`config.mk`:
```
export PLATFORM = sky130hd
export DESIGN_NAME = hrl_back
export DESIGN_NICKNAME = d
export VERILOG_FILES = /design/src/hdl/hrl_pkg.sv /design/src/hdl/hrl_div.sv /design/src/hdl/hrl_back.sv
export SDC_FILE = /design/constraint.sdc
export NUM_CORES = 1
export LEC_CHECK = 0
export ABC_CLOCK_PERIOD_IN_PS = 12400
export BUFFER_PORTS_ARGS = -buffer_cell sky130_fd_sc_hd__clkbuf_2
export CORE_MARGIN = 1
export CORE_UTILIZATION = 49
export DETAILED_ROUTE_END_ITERATION = 8
export GPL_TIMING_DRIVEN = 0
export PLACE_DENSITY = 0.75
export SLEW_MARGIN = 20
export SYNTH_ARGS = -nofsm -noshare
export SYNTH_HDL_FRONTEND = slang
export SYNTH_SLANG_ARGS = --single-unit
```
`constraint.sdc`:
```
create_clock -name i_clk -period 12.4 [get_ports i_clk]
set_input_delay 2.48 -clock i_clk [delete_from_list [all_inputs] [get_ports i_clk]]
set_output_delay 2.48 -clock i_clk [all_outputs]
set_load 0.05 [all_outputs]
```
`src/hdl/hrl_pkg.sv`:
```
// shared types, constants and weight table for the radial low-pass filter
package hrl_pkg;

    localparam int unsigned SampleW = 16;
    localparam int unsigned CountW  = 32;
    localparam int unsigned WidthW  = 12;
    localparam int unsigned HeightW = 16;
    localparam int unsigned WeightW = 11;
    localparam int unsigned DenW    = 13;

    // register indexes of the configuration port
    localparam logic [1:0] REG_WIDTH  = 2'd0;
    localparam logic [1:0] REG_HEIGHT = 2'd1;
    localparam logic [1:0] REG_ENABLE = 2'd2;

    // effective configuration seen by the datapath
    typedef struct packed {
        logic [WidthW-1:0]  width;
        logic [HeightW-1:0] height;
        logic               enable;
    } t_cfg;

    // one output pixel job handed from front to back
    typedef struct packed {
        logic [CountW-1:0] pix;
        logic [CountW-1:0] wptr;
        logic              last;
    } t_job;

    // Q1.10 weight by absolute row and column offset
    function automatic logic [WeightW-1:0] tap_weight(input logic [1:0] ady,
                                                      input logic [1:0] adx);
        logic [WeightW-1:0] wt;
        wt = '0;
        unique case ({ady, adx})
            4'b0000: wt = 11'd1024;
            4'b0001, 4'b0100: wt = 11'd614;
            4'b0010, 4'b1000: wt = 11'd205;
            4'b0101: wt = 11'd445;
            4'b0110, 4'b1001: wt = 11'd108;
            default: wt = 11'd0;
        endcase
        return wt;
    endfunction

endpackage

```
`src/hdl/hrl_div.sv`:
```
// restoring divider, one quotient bit per cycle, 32-bit by 13-bit
module hrl_div
    import hrl_pkg::*;
(
    input  logic              i_clk,
    input  logic              i_rst_n,
    input  logic              i_start,
    input  logic [CountW-1:0] i_dividend,
    input  logic [DenW-1:0]   i_divisor,
    output logic              o_busy,
    output logic              o_done,
    output logic [CountW-1:0] o_quot,
    output logic [DenW-1:0]   o_rem
);
    localparam int unsigned StepW = $clog2(CountW) + 1;

    logic [StepW-1:0]  r_step;
    logic              r_busy, r_done;
    logic [CountW-1:0] r_quot;
    logic [DenW:0]     r_rem;
    logic [DenW-1:0]   r_dvs;
    logic [DenW:0]     w_shift;
    logic              w_ge;

    // one shift-subtract step
    assign w_shift = {r_rem[DenW-1:0], r_quot[CountW-1]};
    assign w_ge    = (w_shift >= {1'b0, r_dvs});

    always_ff @(posedge i_clk) begin
        if (!i_rst_n) begin
            r_busy <= 1'b0;
            r_done <= 1'b0;
            r_step <= '0;
        end else begin
            r_done <= 1'b0;
            if (i_start) begin
                r_busy <= 1'b1;
                r_step <= '0;
            end else if (r_busy) begin
                r_step <= r_step + 1'b1;
                if (r_step == StepW'(CountW - 1)) begin
                    r_busy <= 1'b0;
                    r_done <= 1'b1;
                end
            end
        end
    end

    // datapath registers
    always_ff @(posedge i_clk) begin
        if (i_start) begin
            r_quot <= i_dividend;
            r_rem  <= '0;
            r_dvs  <= i_divisor;
        end else if (r_busy) begin
            r_quot <= {r_quot[CountW-2:0], w_ge};
            r_rem  <= w_ge ? (w_shift - {1'b0, r_dvs}) : w_shift;
        end
    end

    assign o_busy = r_busy;
    assign o_done = r_done;
    assign o_quot = r_quot;
    assign o_rem  = r_rem[DenW-1:0];
endmodule

```
`src/hdl/hrl_back.sv`:
```
// back: finds the pixel, reads the 5x5 window, forms weighted mean or centre
module hrl_back
    import hrl_pkg::*;
#(
    parameter int unsigned DEPTH = 8200
) (
    input  logic                     i_clk,
    input  logic                     i_rst_n,
    input  t_cfg                     i_cfg,
    input  logic                     i_empty,
    input  t_job                     i_job,
    output logic                     o_pop,
    output logic                     o_idle,
    output logic                     o_rd_en,
    output logic [$clog2(DEPTH)-1:0] o_rd_addr,
    input  logic [SampleW-1:0]       i_rd_data,
    output logic                     o_valid,
    input  logic                     i_ready,
    output logic [SampleW-1:0]       o_data,
    output logic                     o_last
);
    localparam int unsigned AW = $clog2(DEPTH);
    localparam int unsigned OW = AW + 1;

    typedef enum logic [5:0] {
        S_IDLE = 6'b000001,
        S_POS  = 6'b000010,
        S_TAP  = 6'b000100,
        S_LAST = 6'b001000,
        S_QUO  = 6'b010000,
        S_DONE = 6'b100000
    } t_state;

    t_state             r_state, n_state;
    t_job               r_job;
    logic [HeightW-1:0] r_row;
    logic [WidthW-1:0]  r_col;
    logic [2:0]         r_ty, r_tx;
    logic [CountW-1:0]  r_num;
    logic [DenW-1:0]    r_den;
    logic               r_pend, r_pctr, r_qgo;
    logic [WeightW-1:0] r_pwt;
    logic [SampleW-1:0] r_center;
    logic               r_ovalid, r_olast;
    logic [SampleW-1:0] r_odata;

    logic               w_div_start, w_div_busy, w_div_done;
    logic [CountW-1:0]  w_div_a, w_div_q;
    logic [DenW-1:0]    w_div_b, w_div_r;
    logic [HeightW+1:0] w_yy;
    logic [WidthW+1:0]  w_xx;
    logic               w_in;
    logic [1:0]         w_ady, w_adx;
    logic [OW-1:0]      w_off, w_diff;
    logic               w_tap_end, w_out_free;

    // shared divider: pixel position first, weighted mean second
    assign w_div_start = (r_state == S_IDLE && !i_empty) || (r_state == S_QUO && r_qgo);
    assign w_div_a     = (r_state == S_IDLE) ? i_job.pix : r_num;
    assign w_div_b     = (r_state == S_IDLE) ? DenW'(i_cfg.width) : r_den;

    hrl_div u_div (
        .i_clk      (i_clk),
        .i_rst_n    (i_rst_n),
        .i_start    (w_div_start),
        .i_dividend (w_div_a),
        .i_divisor  (w_div_b),
        .o_busy     (w_div_busy),
        .o_done     (w_div_done),
        .o_quot     (w_div_q),
        .o_rem      (w_div_r)
    );

    assign o_pop  = (r_state == S_IDLE) && !i_empty;
    assign o_idle = (r_state == S_IDLE) && i_empty;

    // tap position and frame clipping
    assign w_yy = (HeightW+2)'(r_row) + (HeightW+2)'(r_ty);
    assign w_xx = (WidthW+2)'(r_col) + (WidthW+2)'(r_tx);
    assign w_in = (w_yy >= (HeightW+2)'(2))
               && (w_yy < (HeightW+2)'(i_cfg.height) + (HeightW+2)'(2))
               && (w_xx >= (WidthW+2)'(2))
               && (w_xx < (WidthW+2)'(i_cfg.width) + (WidthW+2)'(2));
    assign w_ady = (r_ty >= 3'd2) ? 2'(r_ty - 3'd2) : 2'(3'd2 - r_ty);
    assign w_adx = (r_tx >= 3'd2) ? 2'(r_tx - 3'd2) : 2'(3'd2 - r_tx);

    // store address: current item pointer minus distance back in the raster
    assign w_off  = OW'(3'd4 - r_ty) * OW'(i_cfg.width) + OW'(3'd4 - r_tx);
    assign w_diff = OW'(r_job.wptr[AW-1:0]) - w_off;
    assign o_rd_addr = w_diff[OW-1] ? AW'(w_diff + OW'(DEPTH)) : w_diff[AW-1:0];
    assign o_rd_en   = (r_state == S_TAP);

    assign w_tap_end  = (r_ty == 3'd4) && (r_tx == 3'd4);
    assign w_out_free = !r_ovalid || i_ready;

    // sequencer
    always_comb begin
        n_state = r_state;
        unique case (r_state)
            S_IDLE: if (!i_empty) n_state = S_POS;
            S_POS:  if (w_div_done) n_state = S_TAP;
            S_TAP:  if (w_tap_end) n_state = S_LAST;
            S_LAST: n_state = i_cfg.enable ? S_QUO : S_DONE;
            S_QUO:  if (w_div_done) n_state = S_DONE;
            S_DONE: if (w_out_free) n_state = S_IDLE;
            default: n_state = S_IDLE;
        endcase
    end

    always_ff @(posedge i_clk) begin
        if (!i_rst_n) begin
            r_state  <= S_IDLE;
            r_pend   <= 1'b0;
            r_qgo    <= 1'b0;
            r_ovalid <= 1'b0;
        end else begin
            r_state <= n_state;
            r_pend  <= (r_state == S_TAP) && w_in;
            r_qgo   <= (r_state == S_LAST) && i_cfg.enable;
            if (r_state == S_DONE && w_out_free) begin
                r_ovalid <= 1'b1;
            end else if (i_ready) begin
                r_ovalid <= 1'b0;
            end
        end
    end

    // datapath
    always_ff @(posedge i_clk) begin
        if (o_pop) begin
            r_job <= i_job;
        end
        if (r_state == S_POS && w_div_done) begin
            r_row <= w_div_q[HeightW-1:0];
            r_col <= w_div_r[WidthW-1:0];
            r_ty  <= '0;
            r_tx  <= '0;
            r_num <= '0;
            r_den <= '0;
        end
        if (r_state == S_TAP) begin
            r_pwt  <= tap_weight(w_ady, w_adx);
            r_pctr <= (r_ty == 3'd2) && (r_tx == 3'd2);
            if (r_tx == 3'd4) begin
                r_tx <= '0;
                r_ty <= r_ty + 3'd1;
            end else begin
                r_tx <= r_tx + 3'd1;
            end
        end
        // accumulate the tap read in the previous cycle
        if (r_pend) begin
            r_num <= r_num + CountW'(i_rd_data) * CountW'(r_pwt);
            r_den <= r_den + DenW'(r_pwt);
            if (r_pctr) r_center <= i_rd_data;
        end
        if (r_state == S_DONE && w_out_free) begin
            r_odata <= i_cfg.enable ? w_div_q[SampleW-1:0] : r_center;
            r_olast <= r_job.last;
        end
    end

    assign o_valid = r_ovalid;
    assign o_data  = r_odata;
    assign o_last  = r_olast;

    // divider is never restarted while it works
    assert property (@(posedge i_clk) disable iff (!i_rst_n)
        w_div_start |-> !w_div_busy)
        else $error("divider started while busy");

    // the centre tap always lands in the frame, so the weight sum is nonzero
    assert property (@(posedge i_clk) disable iff (!i_rst_n)
        (r_state == S_QUO && r_qgo) |-> (r_den != '0))
        else $error("zero weight sum");

    // window reads only follow tap issue
    assert property (@(posedge i_clk) disable iff (!i_rst_n)
        r_pend |-> $past(r_state == S_TAP))
        else $error("stray window read");

    // a result waits for the sink without being replaced
    assert property (@(posedge i_clk) disable iff (!i_rst_n)
        (r_ovalid && !i_ready) |=> (r_ovalid && $stable(r_odata)))
        else $error("result lost under stall");
endmodule

```
==> metrics.txt <==
CTS root buf=clkbuf_16; core area=40,800 sq um; antenna violations before repair=1; post-route setup TNS=0 ps; Multi-input gate area=12,800 sq um; post-route ant nets=0; fmax=0.0959 GHz; first-pass GRT wire length=83,400 microns; Slew HR=0.357; grt total ovfl=0; wire per inst=18.9 microns; Post-CTS Hold Fix Bufs=0; number of port buffers=123; drt pass-1 iters=6; clock transition at the registers of the reported paths=60 ps; Yosys top cell area share=0.263; crit path time final=about 10,000 ps; Max Cap Violations=0; worst path arrival time=about 8000 ps; area delta synth->final=10.6%; EDFF count, synth=~180; # resized after CTS=0; wirelength, routed=around 52,000 microns; FF-to-FF path depth=20; CTS max path bufs=3; Synth Net Count=2,539; hold wc startpoint=r_job[0]; fraction of layout cells with a size suffix above 1=0.0999; CP Class=in2out; mapped cell area=20,300 sq um; row cnt=74; Layout Nets=2,692; largest net degree at the start of global routing=46; commonest non-fill, non-tap cell in the layout=inv_1; via count=15,300; DP Cell Count=~2,700; top cell type by total area after synthesis=edfxtp_1; unrepaired setup endpoints after global routing=no; final hold violations=0; worst r2r src=r_pwt[1]; synthesis-stage register bit count=between 200 and 250; Hold Crit Endpoint=o_last; worst slack after detailed placement=2000 ps; Placer Congestion=~0.93; outcome=finished, final reports clean; final setup margin=approximately 2000 ps; Hold WC Path Type=reg2reg; Worst-Skew Late Latency=580 ps; Syn Inst Count=2,052; Largest stage delay, worst path=580 ps; Netlist cell types=74; Initial Utilization=0.498; Layout fillers=3,539; skew final=37.2 ps; register area share after synthesis=0.296; r2r setup slk=5400 ps; Chip Width=206 microns; Num CTS Buffers=25; Slew Limit Fails=0; Die Area=42,300 sq um; slowest stage cell, crit path=fa_1; DR DRC count=0; CP endpoint kind=primary output; crit path max fanout=10; ys async rst share=0; RR Endpoint=r_num[30]; Main synth FF type=edfxtp_1; crit path launch type=input port; Starting DRT DRC Count=about 950; Final period util=0.841; setup violators final=0; register area=approximately 6000 sq um; die span in y=206 microns; worst-path cell chain=clkbuf_1 > nand2_1 > fa_1 > fa_1 > fa_1 > inv_1 > fa_1 > inv_1 > ha_1 > clkbuf_1 > inv_1 > a2111oi_0 > a211o_1 > and3_1 > nand2_1 > and4bb_2 > nand4_1 > xnor2_1 > clkbuf_2; CTS tree=built; commonest non-fill, non-tap cells in the layout=inv_1 (355), fa_1 (202), nand2_1 (179); # IOs=149; mean post-synth cell area=9.90 sq um; Sink Count=211; CP required=just under 10,000 ps; fin cells=2,756; CP most frequent cell=fa_1; GRT Total Usage=0.255; post-DP HPWL=around 42,000 microns; total number of yosys warnings=0; top post-synthesis cells by area=edfxtp_1 (26%), fa_1 (20%), ha_1 (11%); DR vias/cell=between 5 and 6; actual slew at the worst max-slew pin=959 ps; H-tree levels=1; vias in the first global route=15,700; Hold Crit Depth=0; Setup Buffers After CTS=0
-- critical path, delay by kind of cell --
family	cells	cell delay, ps
fa+ha+maj	5	2380
buf+inv	6	1340
simple gates	5	920
compound gates	2	610
xor+xnor	1	180
-- kinds of logic (layout without fill, tap and decap cells) --
logic type | count (synthesis) | after routing | synth area share
flops | 211 | 211 | 0.296
other cells | 0 | 1 | 0
xor+xnor | 110 | 110 | 0.0485
simple gates | 590 | 590 | 0.147
mux | 80 | 80 | 0.0413
compound gates | 276 | 276 | 0.0863
fa+ha+maj | 373 | 373 | 0.304
buf+inv | 412 | 583 | 0.0774
-- registers in the layout (all words and copies together), names as in the netlist, 3 cells and up --
register,cells
u_div.r_rem,13
r_num,32
r_den,13
r_center,16
r_pwt,8
u_div.r_step,6
u_div.r_dvs,13
u_div.o_quot,32
r_col,12
r_state,6
r_tx,3
r_job,15
o_data,16
r_ty,3
r_row,16
-- per-layer routing --
layer / wire (microns) / global-route usage / vias up
met1: 21800 / 0.332 / 7548
met4: 1960 / 0.0937 / 2
met2: 25100 / 0.430 / 518
met5: 11 / 0 / -
li1: - / - / 7156
met3: 3220 / 0.0396 / 111
-- Yosys cell counts (8+ instances only) --
cell type and count:
mux2i_1 50, nor2b_1 15, a211oi_1 12, or3_1 8, edfxtp_1 178, clkbuf_1 44, mux2_2 30, o21ai_0 84
nor3_1 34, a21oi_1 69, xor2_1 51, nand2_1 180, and2_1 96, inv_1 356, o21a_1 14, dfxtp_1 33
xnor2_1 57, and3_1 17, ha_1 171, nand3_1 42, nand2b_1 21, a21o_1 29, fa_1 202, nor2_1 100
nor3b_1 10, nand4_1 28
-- through the flow --
stage	instance area, sq um	utilization	hold WS, ps
detailed placement	21700	0.531	415
global placement	21600	0.529	405
floorplan	20300	-	400
global route	22500	0.550	453
CTS	22500	0.550	431
finish	22500	0.550	428
-- worst max-delay path by stage --
stage	startpoint	endpoint	slack [ps]	depth (start not counted)
final	i_cfg[20]	o_rd_addr[12]	1980	19
after global routing	i_cfg[20]	o_rd_addr[12]	1620	19
after detailed placement	i_cfg[20]	o_rd_addr[13]	2000	19
after CTS	i_cfg[20]	o_rd_addr[12]	2000	19
after floorplan	i_cfg[23]	o_rd_addr[12]	2280	17
after global placement	i_cfg[20]	o_rd_addr[13]	1970	19
-- layout make-up --
type | instances | share of cell area
Antenna cell | 1 | 0.000111
Buffer | 55 | 0.0104
Clock buffer | 32 | 0.0295
Clock inverter | 13 | 0.00602
Inverter | 357 | 0.0597
Multi-Input combinational cell | 1429 | 0.568
Sequential cell | 211 | 0.267
Tap cell | 532 | 0.0296
Timing Repair Buffer | 126 | 0.0296
Power is not shown: default switching activity piles up to over one toggle a cycle in this logic, so the estimate is an artifact.
