File: src/hdl/hrl_pkg.sv
// shared types, constants and weight table for the radial low-pass filter
package hrl_pkg;

    localparam int unsigned SampleW = 16;
    localparam int unsigned CountW  = 32;
    localparam int unsigned WidthW  = 12;
    localparam int unsigned HeightW = 16;
    localparam int unsigned WeightW = 11;
    localparam int unsigned DenW    = 13;

    // register indexes of the configuration port
    localparam logic [1:0] REG_WIDTH  = 2'd0;
    localparam logic [1:0] REG_HEIGHT = 2'd1;
    localparam logic [1:0] REG_ENABLE = 2'd2;

    // effective configuration seen by the datapath
    typedef struct packed {
        logic [WidthW-1:0]  width;
        logic [HeightW-1:0] height;
        logic               enable;
    } t_cfg;

    // one output pixel job handed from front to back
    typedef struct packed {
        logic [CountW-1:0] pix;
        logic [CountW-1:0] wptr;
        logic              last;
    } t_job;

    // Q1.10 weight by absolute row and column offset
    function automatic logic [WeightW-1:0] tap_weight(input logic [1:0] ady,
                                                      input logic [1:0] adx);
        logic [WeightW-1:0] wt;
        wt = '0;
        unique case ({ady, adx})
            4'b0000: wt = 11'd1024;
            4'b0001, 4'b0100: wt = 11'd614;
            4'b0010, 4'b1000: wt = 11'd205;
            4'b0101: wt = 11'd445;
            4'b0110, 4'b1001: wt = 11'd108;
            default: wt = 11'd0;
        endcase
        return wt;
    endfunction

endpackage

File: src/hdl/hrl_fifo.sv
// two-entry job queue between front and back
module hrl_fifo
    import hrl_pkg::*;
(
    input  logic i_clk,
    input  logic i_rst_n,
    input  logic i_push,
    input  t_job i_job,
    input  logic i_pop,
    output t_job o_job,
    output logic o_full,
    output logic o_empty
);
    t_job       r_mem [2];
    logic       r_wp, r_rp;
    logic [1:0] r_cnt;

    // pointers and fill count
    always_ff @(posedge i_clk) begin
        if (!i_rst_n) begin
            r_wp  <= 1'b0;
            r_rp  <= 1'b0;
            r_cnt <= 2'd0;
        end else begin
            if (i_push) r_wp <= ~r_wp;
            if (i_pop) r_rp <= ~r_rp;
            r_cnt <= r_cnt + 2'(i_push) - 2'(i_pop);
        end
    end

    // storage
    always_ff @(posedge i_clk) begin
        if (i_push) begin
            r_mem[r_wp] <= i_job;
        end
    end

    assign o_job   = r_mem[r_rp];
    assign o_full  = (r_cnt == 2'd2);
    assign o_empty = (r_cnt == 2'd0);
endmodule

File: config.mk
export PLATFORM = sky130hd
export DESIGN_NAME = hrl_fifo
export DESIGN_NICKNAME = d
export VERILOG_FILES = /design/src/hdl/hrl_pkg.sv /design/src/hdl/hrl_fifo.sv
export SDC_FILE = /design/constraint.sdc
export NUM_CORES = 1
export LEC_CHECK = 0
export ABC_CLOCK_PERIOD_IN_PS = 5200
export BUFFER_PORTS_ARGS = -buffer_cell sky130_fd_sc_hd__clkbuf_2
export CORE_ASPECT_RATIO = 1.2
export CORE_MARGIN = 4
export CORE_UTILIZATION = 52
export CTS_CLUSTER_SIZE = 16
export DETAILED_ROUTE_END_ITERATION = 7
export GPL_TIMING_DRIVEN = 0
export PLACE_DENSITY = 0.88
export REMOVE_ABC_BUFFERS = 1
export SETUP_SLACK_MARGIN = 0.15
export SLEW_MARGIN = 5
export SYNTH_ARGS = -nofsm -noshare
export SYNTH_HDL_FRONTEND = slang
export SYNTH_SLANG_ARGS = --single-unit
File: constraint.sdc
create_clock -name i_clk -period 5.2 [get_ports i_clk]
set_clock_uncertainty 0.1 [all_clocks]
set_input_delay 1.04 -clock i_clk [delete_from_list [all_inputs] [get_ports i_clk]]
set_output_delay 1.04 -clock i_clk [all_outputs]
set_load 0.02 [all_outputs]
==> results.sh, run 1 <==
export IMPL_status="completed"
export IMPL_gp_congestion=0.693
export IMPL_final_antenna_net_count=0
export IMPL_syn_cell_area_um2=5120
export IMPL_synth_top_area_frac=0.762
export IMPL_rsz0062_at_grt="no"
export IMPL_path_cells="buf_16 -> mux2_2 -> clkbuf_2"
export IMPL_synth_top_cell_by_area="edfxtp_1"
export IMPL_cts_sinks=135
export IMPL_synthTopCellsByArea="edfxtp_1 (76%), mux2_4 (15%), mux2_2 (3.3%)"
export IMPL_synth_most_common_cell="edfxtp_1"
export IMPL_clock_path_buffers=2
export IMPL_area_growth_syn_to_layout_pct=29.0
export IMPL_viasPerCell=4.92
export IMPL_fin_crit_sh=0.600
export IMPL_dpl_hpwl_um=5810
export IMPL_fin_ws_ns=2.08
export IMPL_n_antenna_cell=0
export IMPL_gr_usage_met3=0.0609
export IMPL_synth_warnings=0
export IMPL_cp_slowest_cell="dfxtp_4"
export IMPL_async_reset_ff_frac=0
export IMPL_die_h_um=117
export IMPL_worst_path_max_fanout=35
export IMPL_leakagePower_nw=2.67
export IMPL_first_global_vias=2762
export IMPL_final_util=0.691
export IMPL_htreeDepth=4
export IMPL_slew_violations=0
export IMPL_grt_pass1_wl_um=13400
export IMPL_grt_use_met1=0.162
export IMPL_fmax_mhz=321
export IMPL_whs_endpoint="r_rp"
export IMPL_whs_path_depth=2
export IMPL_met2_usage=0.278
export IMPL_wl_per_cell_um=16.9
export IMPL_ctsResizeCount=0
export IMPL_cts_made_buffers=17
export IMPL_timing_rr_start="r_wp"
export IMPL_drive_gt1_frac=0.614
export IMPL_grt_max_degree=66
export IMPL_rrSetupSlack_ns=3.48
export IMPL_hold_viol_final=0
export IMPL_period_needed_ns=3.12
export IMPL_ys_flop_type="edfxtp_1"
export IMPL_drtIter0Drc=106
export IMPL_io_pins=136
export IMPL_nets=444
export IMPL_coreArea_um2=9560
export IMPL_critPathLaunchType="flip-flop"
export IMPL_clk_latency_ns=0.40
export IMPL_cts_clk_slew_worst_paths_ns=0.06
export IMPL_busiest_layer="met2"
export IMPL_worstMarginPinSlew_ns=0.875
export IMPL_cap_violations=0
export IMPL_dr_pass1_iters=4
export IMPL_yosysSeqAreaShare=0.782
export IMPL_p_per_area_nw_per_um2=434
export IMPL_overflow=0
export IMPL_hold_buffers=0
export IMPL_dieWidth_um=98.6
export IMPL_nFillCells=652
export IMPL_ir_drop_mv=0.294
export IMPL_yosys_register_bits=135
export IMPL_cp_end_kind="output port"
export IMPL_io_buffers=135
export IMPL_die_area_um2=11500
export IMPL_rows=39
export IMPL_cts_tree="yes"
export IMPL_ys_types=14
export IMPL_slew_headroom=0.417
export IMPL_synth_edf_count=130
export IMPL_antenna_found_initial=0
export IMPL_synth_common_cells="edfxtp_1 (130), mux2_4 (50), mux2_2 (15)"
export IMPL_finalSetupViolCount=0
export IMPL_cp_slowest_stage_delay_ns=0.71
export IMPL_syn_area_per_cell_um2=23.0
export IMPL_post_cts_buffers=0
export IMPL_crit_type="reg2out"
export IMPL_initial_core_util=0.535
export IMPL_rr_endpoint="r_mem[0][28]"
export IMPL_cts_root_buf="clkbuf_16"
export IMPL_hp_start="r_rp"
export IMPL_num_vias=2504
export IMPL_grt_usage=0.157
export IMPL_crit_arrival_ns=1.98
export IMPL_reg2reg_depth=3
export IMPL_post_place_ws_ns=2.48
export IMPL_drc=0
export IMPL_routed_wl_um=8610
export IMPL_cp_data_required_time_ns=4.06
export IMPL_hold_class="reg2reg"
export IMPL_syn_inst=223
==> through the flow <==
| step | hold slack, ns | cell area [µm²] | TNS [ns] | std cells | power (W) |
|---|---|---|---|---|---|
| floorplan | 0.455 | 5050 | 0 | 216 | 0.00152 |
| global placement | 0.468 | 5880 | -57.33 | 474 | 0.00163 |
| detailed placement | 0.511 | 5970 | 0 | 477 | 0.00164 |
| CTS | 0.523 | 6610 | 0 | 509 | 0.00290 |
| global route | 0.545 | 6610 | 0 | 509 | 0.00298 |
| finish | 0.522 | 6610 | 0 | 509 | 0.00286 |
==> per-layer routing <==
metal	wire, µm	share of wire
met5	0	0
met4	243	0.028
met3	639	0.074
met2	4600	0.53
met1	3120	0.36
==> flip-flops by register name, indices dropped and copies added, names as in the netlist, named ones only <==
name / count
r_cnt: 2
r_mem: 130
r_rp: 1
r_wp: 1
==> cells by family (layout without fill, tap and decap cells) <==
| logic type | after synthesis | after routing | synth area share |
|---|---|---|---|
| multiplexers | 65 | 65 | 0.180 |
| AO/OA/AOI/OAI | 1 | 1 | 0.00147 |
| buffers and inverters | 9 | 172 | 0.0156 |
| XOR/XNOR | 2 | 2 | 0.00611 |
| adder cells (fa/ha/maj) | 2 | 2 | 0.00489 |
| flip-flops | 135 | 135 | 0.782 |
| AND/OR/NAND/NOR | 9 | 9 | 0.0105 |
==> report_power, final <==
group / switching (W) / internal (W)
registers: 0.0000291 / 0.00126
clock network: 0.000417 / 0.000841
logic: 0.000167 / 0.000153
==> placed cells by master, fill, tap and decap left out <==
master	synthesis	final
nor2_1	1	1
clkinv_2	0	2
dfxtp_4	0	1
buf_16	0	2
o21a_1	1	1
inv_6	0	1
clkbuf_2	0	135
buf_12	0	1
mux2_4	50	50
clkinvlp_4	0	3
clkbuf_1	0	1
ha_1	2	2
xor2_1	1	1
mux2_2	15	15
inv_1	2	2
clkbuf_8	0	3
edfxtp_1	130	130
and2_4	0	1
nor2b_4	0	1
dfxtp_1	5	4
nor2b_1	4	3
clkbuf_16	0	17
and2_1	4	3
clkinv_4	0	1
xnor3_1	1	1
bufinv_16	0	4
==> layout make-up <==
class | count | area (µm²) | share of cell area
clock buffer | 21 | 470 | 0.0712
clock inverter | 11 | 170 | 0.0258
inverter | 2 | 7.51 | 0.00114
multi-input combinational | 79 | 1050 | 0.158
sequential | 135 | 4010 | 0.607
tap | 123 | 154 | 0.0233
timing repair buffer | 138 | 751 | 0.114
==> worst max-delay path, delay by kind of cell (launching register included) <==
kind | cells | cell delay, ns
flip-flops | 1 | 0.71
buffers and inverters | 2 | 0.46
multiplexers | 1 | 0.37
==> how the worst max path moves through the flow <==
stage	end	from	slack, ns	depth (start not counted)
after floorplan	r_mem[0][0]	i_push	0.67	1
after global placement	r_mem[0][48]	i_push	-0.87	2
after detailed placement	o_job[6]	flip-flop	2.48	3
after CTS	o_job[10]	flip-flop	2.02	3
after global routing	o_job[10]	flip-flop	1.97	3
final	o_job[10]	flip-flop	2.08	3
Power figures use the tool's default switching activity.
==> run 2, diff against run 1 <==
Settings changed: ABC_AREA set to 1, ABC_CLOCK_PERIOD_IN_PS 5200 to 2500, CORE_UTILIZATION 52 to 47, PLACE_DENSITY 0.88 to 0.84.
Clock period 5.2 ns to 2.5 ns, I/O delays scaled along.
==> results.sh, run 2 <==
export IMPL_status="completed"
export IMPL_grt_usage=0.148
export IMPL_first_global_vias=2777
export IMPL_cts_made_buffers=17
export IMPL_ys_flop_type="edfxtp_1"
export IMPL_stdcell_count=529
export IMPL_critPathLaunchType="flip-flop"
export IMPL_worst_path_max_fanout=34
export IMPL_cts_root_buf="clkbuf_16"
export IMPL_synth_most_common_cell="edfxtp_1"
export IMPL_htreeDepth=4
export IMPL_cp_end_kind="output port"
export IMPL_crit_arrival_ns=1.59
export IMPL_finalSetupViolCount=0
export IMPL_ir_drop_mv=0.528
export IMPL_slew_violations=0
export IMPL_cts_clk_slew_worst_paths_ns=0.06
export IMPL_clk_latency_ns=0.40
export IMPL_drt_met1_wl_um=3370
export IMPL_synth_top_area_frac=0.762
export IMPL_largestRegisters="r_mem: 130 flops, r_cnt: 2 flops"
export IMPL_worstMarginPinSlew_ns=0.851
export IMPL_synth_edf_count=130
export IMPL_yosysSeqAreaShare=0.782
export IMPL_max_flop_register="r_mem"
export IMPL_cts_sinks=135
export IMPL_drtIter0Drc=83
export IMPL_grt_max_degree=66
export IMPL_dieWidth_um=103
export IMPL_yosys_register_bits=135
export IMPL_rsz0062_at_grt="no"
export IMPL_rrSetupSlack_ns=0.84
export IMPL_whs_endpoint="r_mem[0][6]"
export IMPL_rr_endpoint="r_mem[1][37]"
export IMPL_timing_rr_start="r_wp"
export IMPL_die_h_um=122
export IMPL_place_inst=495
export IMPL_clock_path_buffers=2
export IMPL_viasPerCell=4.90
export IMPL_cap_violations=0
export IMPL_synthTopCellsByArea="edfxtp_1 (76%), mux2_4 (15%), mux2_2 (3.3%)"
export IMPL_num_vias=2590
export IMPL_synth_top_cell_by_area="edfxtp_1"
export IMPL_fmax_mhz=457
export IMPL_initial_core_util=0.485
export IMPL_layout_commonest_cell="clkbuf_2"
export IMPL_routed_top_layer="met4"
export IMPL_p_per_area_nw_per_um2=872
export IMPL_hold_viol_final=0
export IMPL_timing_hold_ws_ns=0.189
export IMPL_syn_area_per_cell_um2=21.8
export IMPL_period_needed_ns=2.19
export IMPL_n_antenna_cell=0
export IMPL_cp_data_required_time_ns=1.90
export IMPL_io_pins=136
export IMPL_hp_start="i_job[6]"
export IMPL_cp_slowest_cell="dfxtp_4"
export IMPL_async_reset_ff_frac=0
export IMPL_dpl_hpwl_um=5950
export IMPL_path_cells="buf_16 -> mux2_2 -> clkbuf_2"
export IMPL_io_buffers=135
export IMPL_dr_pass1_iters=4
export IMPL_wl_per_cell_um=16.9
export IMPL_crit_type="reg2out"
export IMPL_syn_inst=235
export IMPL_final_antenna_net_count=0
export IMPL_syn_cell_area_um2=5120
export IMPL_area_growth_syn_to_layout_pct=29.1
export IMPL_synth_warnings=0
export IMPL_nets=458
export IMPL_overflow=0
export IMPL_synth_common_cells="edfxtp_1 (130), mux2_4 (50), mux2_2 (15)"
export IMPL_ys_types=12
export IMPL_drc=0
export IMPL_cp_slowest_stage_delay_ns=0.41
export IMPL_reg2reg_depth=2
export IMPL_final_cell_mix="clkbuf_2 (135), edfxtp_1 (130), mux2_4 (50), clkbuf_16 (17), mux2_2 (15)"
export IMPL_largest_reg_flops=130
export IMPL_crit_buf_inv=2
export IMPL_slew_headroom=0.433
export IMPL_grt_pass1_wl_um=13700
export IMPL_whs_path_depth=1
export IMPL_fin_crit_sh=0.876
export IMPL_gp_congestion=0.710
export IMPL_drive_gt1_frac=0.580
export IMPL_hold_class="in2reg"
export IMPL_routed_wl_um=8920
export IMPL_rows=41
export IMPL_coreArea_um2=10600
export IMPL_critical_path_top_delay_family="buffers and inverters"
export IMPL_cts_tree="yes"
export IMPL_die_area_um2=12600
export IMPL_leakagePower_nw=2.69
export IMPL_wl_met3_um=659
export IMPL_antenna_found_initial=0
export IMPL_routed_wl_met2_um=4770
## run 2: cell count changes in the layout (fill, tap and decap cells not counted), sizes merged, moves of 2 or more
cell and change:
buf +2, nor2 +8, and2 -4, clkinv +2, inv +4, nand2 +8, nor2b -4, clkinvlp -2
## run 2: power breakdown
group          internal, W  switching, W  leakage [nW]
Combinational     0.000276      0.000339          1.14
Sequential         0.00262     0.0000361          1.26
Clock              0.00166      0.000836         0.285
Total              0.00455       0.00121          2.69
## run 2: per-stage QoR
step | setup TNS, ns | instance area (µm²) | power (W) | util | setup WS (ns)
floorplan | -149.20 | 5050 | 0.00310 | - | -1.36
global placement | -357.03 | 5890 | 0.00331 | 0.557 | -2.97
detailed placement | 0 | 5970 | 0.00332 | 0.565 | 0.287
CTS | 0 | 6610 | 0.00584 | 0.626 | 0.269
global route | 0 | 6610 | 0.00600 | 0.626 | 0.228
finish | 0 | 6610 | 0.00577 | 0.626 | 0.310
## run 2: worst max-delay path by stage
stage                         endpoint  startpoint  depth (start not counted)  slack [ns]
after floorplan            r_mem[0][0]      i_push                          2       -1.36
after global placement    r_mem[0][27]      i_push                          3       -2.97
final                        o_job[10]   flip-flop                          3        0.31
after CTS                    o_job[10]   flip-flop                          3        0.27
after detailed placement     o_job[10]   flip-flop                          3        0.29
after global routing          o_job[5]   flip-flop                          3        0.23
## run 2: cell families (layout without fill, tap and decap cells)
kind of cell,after synthesis,count (layout),share of synthesized area
AOI/OAI and AO/OA,1,1,0.000976
adders and majority gates,2,2,0.00489
buffers and inverters,14,179,0.0193
DFF,135,135,0.782
muxes,65,65,0.180
and+or+nand+nor,18,18,0.0134
## run 2: cell type report
type,instances,area [µm²]
timing repair buffer,140,791
tap,129,161
sequential,135,4010
clock buffer,22,444
clock inverter,10,153
inverter,7,28.8
multi-input combinational,86,1030
fill,785,3960
## run 2: worst reg2reg max path, delay by kind of cell (launching register included)
kind / cells / cell delay [ns]
flip-flops: 1 / 0.39
buffers and inverters: 1 / 0.63
AND/OR/NAND/NOR: 1 / 0.13
## run 2: repair_timing
action,CTS,global route
hold buffers,0,0
setup buffers,2,0
setup endpoints to repair,34,0
resized for setup,0,0
## run 2: per-layer routing
layer | GRT usage | vias up
met2 | 0.254 | 87
met1 | 0.162 | 1269
met4 | 0.0623 | 0
li1 | - | 1223
met5 | 0 | -
met3 | 0.0546 | 11
